[src/sv/mvtm_pkg.sv]
// Shared types and constants for the multi-voice tone mixer.
// Used by mvtm_ctrl, mvtm_dp and the top level; depends on nothing.
`default_nettype none

package mvtm_pkg;

	localparam int VOICES_DEF     = 8;
	localparam int SINE_DEPTH_DEF = 256;

	localparam logic [31:0] Q30_ONE = 32'd1073741824;
	localparam logic [31:0] POLY_A  = 32'd1686629713;
	localparam logic [31:0] POLY_B  = 32'd693598668;
	localparam logic [31:0] POLY_C  = 32'd85569306;
	localparam logic [31:0] POLY_D  = 32'd5026994;
	localparam logic [31:0] POLY_E  = 32'd172272;
	// Horner constants in the order they are applied after E
	localparam logic [31:0] POLY_K [4] = '{POLY_D, POLY_C, POLY_B, POLY_A};

	localparam logic [2:0] FMT_S8  = 3'd0;
	localparam logic [2:0] FMT_U8  = 3'd1;
	localparam logic [2:0] FMT_S16 = 3'd2;
	localparam logic [2:0] FMT_U16 = 3'd3;
	localparam logic [2:0] FMT_S32 = 3'd4;
	localparam logic [2:0] FMT_U32 = 3'd5;

	localparam logic REG_RUNNING = 1'b0;
	localparam logic REG_FORMAT  = 1'b1;

	localparam logic KIND_TICK  = 1'b0;
	localparam logic KIND_START = 1'b1;

	localparam logic [1:0] SHAPE_SINE = 2'd0;
	localparam logic [1:0] SHAPE_SQR  = 2'd1;
	localparam logic [1:0] SHAPE_TRI  = 2'd2;
	localparam logic [1:0] SHAPE_SAW  = 2'd3;

	typedef struct packed {
		logic [7:0]  tag;
		logic [1:0]  shape;
		logic [31:0] step;
		logic [15:0] offset;
		logic [15:0] level;
		logic [31:0] phase;
		logic [23:0] pos;
		logic [23:0] len;
	} voice_t;

	typedef enum logic [4:0] {
		ST_IDLE, ST_RD, ST_CHK, ST_LOAD, ST_WAVE, ST_SK, ST_SQ, ST_SB, ST_SX,
		ST_SANG, ST_SFOLD, ST_ST2, ST_SPOLY, ST_SMAG, ST_LVL, ST_ACC, ST_NEXT,
		ST_SUM, ST_OUT
	} state_t;

	typedef enum logic [4:0] {
		OP_NOP, OP_SCAN, OP_LOAD, OP_PHASE, OP_WAVE, OP_SK, OP_SQ, OP_SB, OP_SX,
		OP_SANG, OP_SFOLD, OP_ST2, OP_SPOLY, OP_SMAG, OP_LVL, OP_ACC, OP_SUM
	} dp_op_t;

	typedef struct packed {
		logic       latch_in;
		logic       idx_clr;
		logic       idx_inc;
		logic       mem_rd;
		logic       out_load;
		dp_op_t     op;
		logic [1:0] poly_sel;
	} cmd_t;

	typedef struct packed {
		logic kind;
		logic last;
		logic cur_active;
		logic is_sine;
		logic out_free;
	} sts_t;

endpackage

`default_nettype wire

[src/sv/mvtm_ctrl.sv]
// Sequencer for the tone mixer: walks the voices and steps the shared multiplier.
// Depends on mvtm_pkg; drives mvtm_dp through cmd_t and reads sts_t.
`default_nettype none

module mvtm_ctrl (
	input  wire logic          clk,
	input  wire logic          arst_n,
	input  wire logic          in_valid,
	output logic               in_ready,
	input  wire mvtm_pkg::sts_t sts,
	output mvtm_pkg::cmd_t     cmd
);
	import mvtm_pkg::*;

	state_t     state_q, state_d;
	logic [1:0] pcnt_q;

	always_ff @(posedge clk or negedge arst_n) begin
		if (!arst_n) begin
			state_q <= ST_IDLE;
			pcnt_q  <= 2'd0;
		end else begin
			state_q <= state_d;
			if (state_q == ST_ST2) pcnt_q <= 2'd0;
			else if (state_q == ST_SPOLY) pcnt_q <= pcnt_q + 2'd1;
		end
	end

	always_comb begin
		state_d = state_q;
		case (state_q)
			ST_IDLE:  if (in_valid) state_d = ST_RD;
			ST_RD:    state_d = ST_CHK;
			ST_CHK: begin
				if (sts.kind == KIND_START) state_d = sts.last ? ST_LOAD : ST_RD;
				else if (!sts.cur_active) state_d = ST_NEXT;
				else if (sts.is_sine) state_d = ST_SK;
				else state_d = ST_WAVE;
			end
			ST_LOAD:  state_d = ST_IDLE;
			ST_WAVE:  state_d = ST_LVL;
			ST_SK:    state_d = ST_SQ;
			ST_SQ:    state_d = ST_SB;
			ST_SB:    state_d = ST_SX;
			ST_SX:    state_d = ST_SANG;
			ST_SANG:  state_d = ST_SFOLD;
			ST_SFOLD: state_d = ST_ST2;
			ST_ST2:   state_d = ST_SPOLY;
			ST_SPOLY: if (pcnt_q == 2'd3) state_d = ST_SMAG;
			ST_SMAG:  state_d = ST_LVL;
			ST_LVL:   state_d = ST_ACC;
			ST_ACC:   state_d = ST_NEXT;
			ST_NEXT:  state_d = sts.last ? ST_SUM : ST_RD;
			ST_SUM:   state_d = ST_OUT;
			ST_OUT:   if (sts.out_free) state_d = ST_IDLE;
			default:  state_d = ST_IDLE;
		endcase
	end

	always_comb begin
		in_ready     = 1'b0;
		cmd          = '0;
		cmd.op       = OP_NOP;
		cmd.poly_sel = pcnt_q;
		case (state_q)
			ST_IDLE: begin
				in_ready     = 1'b1;
				cmd.latch_in = in_valid;
				cmd.idx_clr  = in_valid;
			end
			ST_RD:    cmd.mem_rd = 1'b1;
			ST_CHK: begin
				if (sts.kind == KIND_START) begin
					cmd.op      = OP_SCAN;
					cmd.idx_inc = !sts.last;
				end else begin
					cmd.op = OP_PHASE;
				end
			end
			ST_LOAD:  cmd.op = OP_LOAD;
			ST_WAVE:  cmd.op = OP_WAVE;
			ST_SK:    cmd.op = OP_SK;
			ST_SQ:    cmd.op = OP_SQ;
			ST_SB:    cmd.op = OP_SB;
			ST_SX:    cmd.op = OP_SX;
			ST_SANG:  cmd.op = OP_SANG;
			ST_SFOLD: cmd.op = OP_SFOLD;
			ST_ST2:   cmd.op = OP_ST2;
			ST_SPOLY: cmd.op = OP_SPOLY;
			ST_SMAG:  cmd.op = OP_SMAG;
			ST_LVL:   cmd.op = OP_LVL;
			ST_ACC:   cmd.op = OP_ACC;
			ST_NEXT:  cmd.idx_inc = !sts.last;
			ST_SUM:   cmd.op = OP_SUM;
			ST_OUT:   cmd.out_load = sts.out_free;
			default:  cmd.op = OP_NOP;
		endcase
	end

endmodule

`default_nettype wire

[config.mk]
export PLATFORM = sky130hd
export DESIGN_NAME = mvtm_ctrl
export DESIGN_NICKNAME = d
export VERILOG_FILES = /design/src/sv/mvtm_pkg.sv /design/src/sv/mvtm_ctrl.sv
export SDC_FILE = /design/constraint.sdc
export NUM_CORES = 1
export LEC_CHECK = 0
export ABC_CLOCK_PERIOD_IN_PS = 2300
export BUFFER_PORTS_ARGS = -buffer_cell sky130_fd_sc_hd__buf_2
export CAP_MARGIN = 40
export CORE_UTILIZATION = 48
export CTS_CLUSTER_DIAMETER = 120
export DETAILED_ROUTE_END_ITERATION = 16
export PLACE_DENSITY = 0.74
export SETUP_SLACK_MARGIN = 0.1
export SLEW_MARGIN = 20
export SYNTH_ARGS = -nofsm -noshare
export SYNTH_HDL_FRONTEND = slang
export SYNTH_SLANG_ARGS = --single-unit
[constraint.sdc]
create_clock -name clk -period 2.3 [get_ports clk]
set_input_delay 0.69 -clock clk [delete_from_list [all_inputs] [get_ports clk]]
set_output_delay 0.69 -clock clk [all_outputs]
set_load 0.02 [all_outputs]
==> metrics.yaml <==
status: "finished clean"
fill_cells: 84
num_rows: 12
hp-class: "in2async"
post-route-min-period_ns: 2.18
total_power_mw: 1.35
grt_usage_pct: 25.1
dpl_worst_slack_ns: 0.292
path_clk_slew_ns: 0.05
path_class: "reg2out"
fin_cells: 123
grt_pass1_vias: 573
port_buffers: 20
globalRouteOverflowTotal: 0
layout_setup_ws_ns: 0.124
numCtsBuffers: 3
syn_inst: 82
cp-startpoint: "state_q[1]"
finClkSkew_ns: 0.000594
timing.final.max_slew_violations: 0
vias_per_cell: 6.05
drt_pass1_iterations: 5
worstPathMaxFanout: 17
power_frac_seq_pct: 18.0
routed_wl_um: 1840
drive_gt1_share_pct: 44.0
first_iter_violations: 30
worstSkewPairLatency_ns: 0.25
io_pins: 21
maxCapViolCount: 0
cts_hold_buf: 0
clockBufferDepth: 2
dp_hpwl_um: 1110
cp_data_required_time_ns: 1.61
finalCritPeriodShare_pct: 94.6
via_count: 744
cts_sinks: 7
setup.worst_path.start_class: "flop"
finalSetupViolCount: 0
place_congestion: 0.734
cts_tree: "yes"
synth_area_um2: 648
grt_pass1_wl_um: 2590
intPower_mw: 0.694
antenna_found_initial: 0
end_kind: "output pin"
dieArea_mm2: 0.00150
synth_nets: 91
synth_cell_types: 40
die_w_um: 38.7
p_sw_mw: 0.652
root_buffer: "clkbuf_4"
area_growth_pct: 39.4
synth_seq_cells: 7
power_density_mw_per_mm2: 1490
nNetsFinal: 119
pwr-share-comb_pct: 73.6
avgSynthCellArea_um2: 7.90
rsz0062_at_grt: "true"
start_util_pct: 54.6
swShare_pct: 48.5
drtAntennaViolNets: 0
h-tree-depth: 1
relSlewSlack_pct: 60.9
finalHoldViolations: 0
placed_cells: 112
r2r-start: "state_q[4]"
grt_max_degree: 22
hold_ws_ns: 0.259
yosysWarnings: 0
cp.arrival_ns: 1.49
fmax_mhz: 460
wl_per_cell_um: 15.0
setup_tns_ns: 0
post-route-drc-count: 0
irDropWorstVdd_mv: 0.752
ys_seq_area_share_pct: 27.0
leakage_nw: 0.417
antenna_cells: 0
core_area_mm2: 0.00119
p_clk_share_pct: 8.3
worst_slew_pin_slew_ns: 0.578
die_h_um: 38.7
-- logic make-up (layout without fill, tap and decap cells) --
kind of cell               Yosys count  count (layout)  synth area share, %
AOI/OAI and AO/OA                   24              24                 25.3
adders and majority gates            1               1                 1.93
buffers and inverters               13              40                 8.69
DFF                                  7               7                 27.0
and+or+nand+nor                     37              37                 37.1
-- worst max-delay path: stages (launching register included) --
cell and delay (ns):
dfrtp_2 0.44, buf_4 0.21, nand2b_1 0.22, nor3_1 0.17
buf_2 0.19
-- power by group through the flow --
| stage | sequential, mW | clock (mW) | combinational [mW] |
|---|---|---|---|
| after floorplan | 0.241 | 0 | 0.635 |
| after detailed placement | 0.245 | 0 | 0.848 |
| final | 0.243 | 0.112 | 0.991 |
| after global placement | 0.248 | 0 | 0.844 |
| after CTS | 0.248 | 0.114 | 0.876 |
| after global routing | 0.249 | 0.119 | 1.09 |
-- stage by stage --
stage,utilization [%],instance area (µm²)
floorplan,-,673
global placement,66.7,791
detailed placement,66.7,791
CTS,70.1,832
global route,76.2,903
finish,76.2,903
-- registers in the layout, indices dropped and copies added, names as in the netlist --
register,cells
pcnt_q,2
state_q,5
-- timing repair --
item	4_1_cts	5_1_grt
endpoints found under the hold margin	0	0
pin swaps	1	1
buffers inserted	0	7
setup endpoints to repair	5	7
resized for setup	6	6
-- metal layers --
metal  wire [µm]  vias to the layer above  part of all wire (%)  global-route usage (%)
li1            -                      367                     -                       -
met1         803                      346                    44                    35.4
met2         917                       31                    50                    40.4
met3         119                        0                   6.5                    6.94
met4           0                        0                     0                       0
met5           0                        -                     0                       0
-- cell type report --
class	instances	area [µm²]	area share, %
flip-flops and latches	7	178	19.7
well taps	14	17.5	1.94
repair buffers	33	216	24.0
clock buffers	4	26.3	2.91
inverters	3	11.3	1.25
multi-input cells	62	454	50.3
-- synth_stat cells --
| cell | count | area (µm²) |
|---|---|---|
| nor3b_1 | 1 | 7.51 |
| o21ai_0 | 2 | 10.0 |
| o311ai_0 | 1 | 8.76 |
| nand4bb_1 | 1 | 11.3 |
| a21oi_1 | 9 | 45.0 |
| nor2_1 | 3 | 11.3 |
| dfrtp_1 | 7 | 175 |
| a311oi_1 | 1 | 8.76 |
| nand2b_1 | 3 | 18.8 |
| and2_1 | 1 | 6.26 |
| nor2b_1 | 5 | 31.3 |
| buf_2 | 3 | 15.0 |
| nand4b_1 | 1 | 8.76 |
| o311a_1 | 1 | 10.0 |
| nor3_1 | 2 | 10.0 |
| o22ai_1 | 1 | 6.26 |
| and4b_1 | 2 | 20.0 |
| o41ai_1 | 1 | 8.76 |
| a21boi_0 | 1 | 7.51 |
| nand2_1 | 3 | 11.3 |
| o211ai_1 | 2 | 15.0 |
| nand3b_1 | 1 | 7.51 |
| nor4b_1 | 1 | 8.76 |
| nand3_1 | 1 | 5.00 |
| and3_1 | 1 | 6.26 |
| a211oi_1 | 1 | 7.51 |
| nand4_1 | 1 | 6.26 |
| o31ai_1 | 1 | 7.51 |
| a211oi_2 | 1 | 12.5 |
| or3b_2 | 1 | 8.76 |
| or2_2 | 2 | 12.5 |
| buf_4 | 1 | 7.51 |
| o31a_1 | 1 | 8.76 |
| a21o_1 | 1 | 7.51 |
| or2_1 | 1 | 6.26 |
| clkbuf_1 | 6 | 22.5 |
| ha_1 | 1 | 12.5 |
| or4_1 | 4 | 30.0 |
| inv_1 | 3 | 11.3 |
| nor4_1 | 2 | 12.5 |
-- cells in the final DEF (no fill, tap or decap), types with 2 or more instances in the layout --
cell type	count
a21oi_1	8
and4b_1	2
buf_2	17
buf_4	13
buf_6	3
clkbuf_4	3
dfrtp_1	5
dfrtp_2	2
inv_1	3
nand2_1	3
nand2b_1	3
nor2_1	3
nor2b_1	5
nor3_1	2
o211ai_1	2
o21ai_0	2
or2_4	2
or4_1	4
-- path summary, 6_finish.rpt --
path | to | slack, ns | depth (start not counted)
worst min-delay path | pcnt_q[0] | 0.26 | 1
worst max register to register | state_q[0] | 0.62 | 5
min in group clk | state_q[3] | 0.55 | 1
worst min register to register | state_q[3] | 0.55 | 1
max in group asynchronous | state_q[1] | 1.87 | 1
worst max-delay path | cmd[8] | 0.12 | 4
No activity file was read; power rests on OpenSTA's default activity.
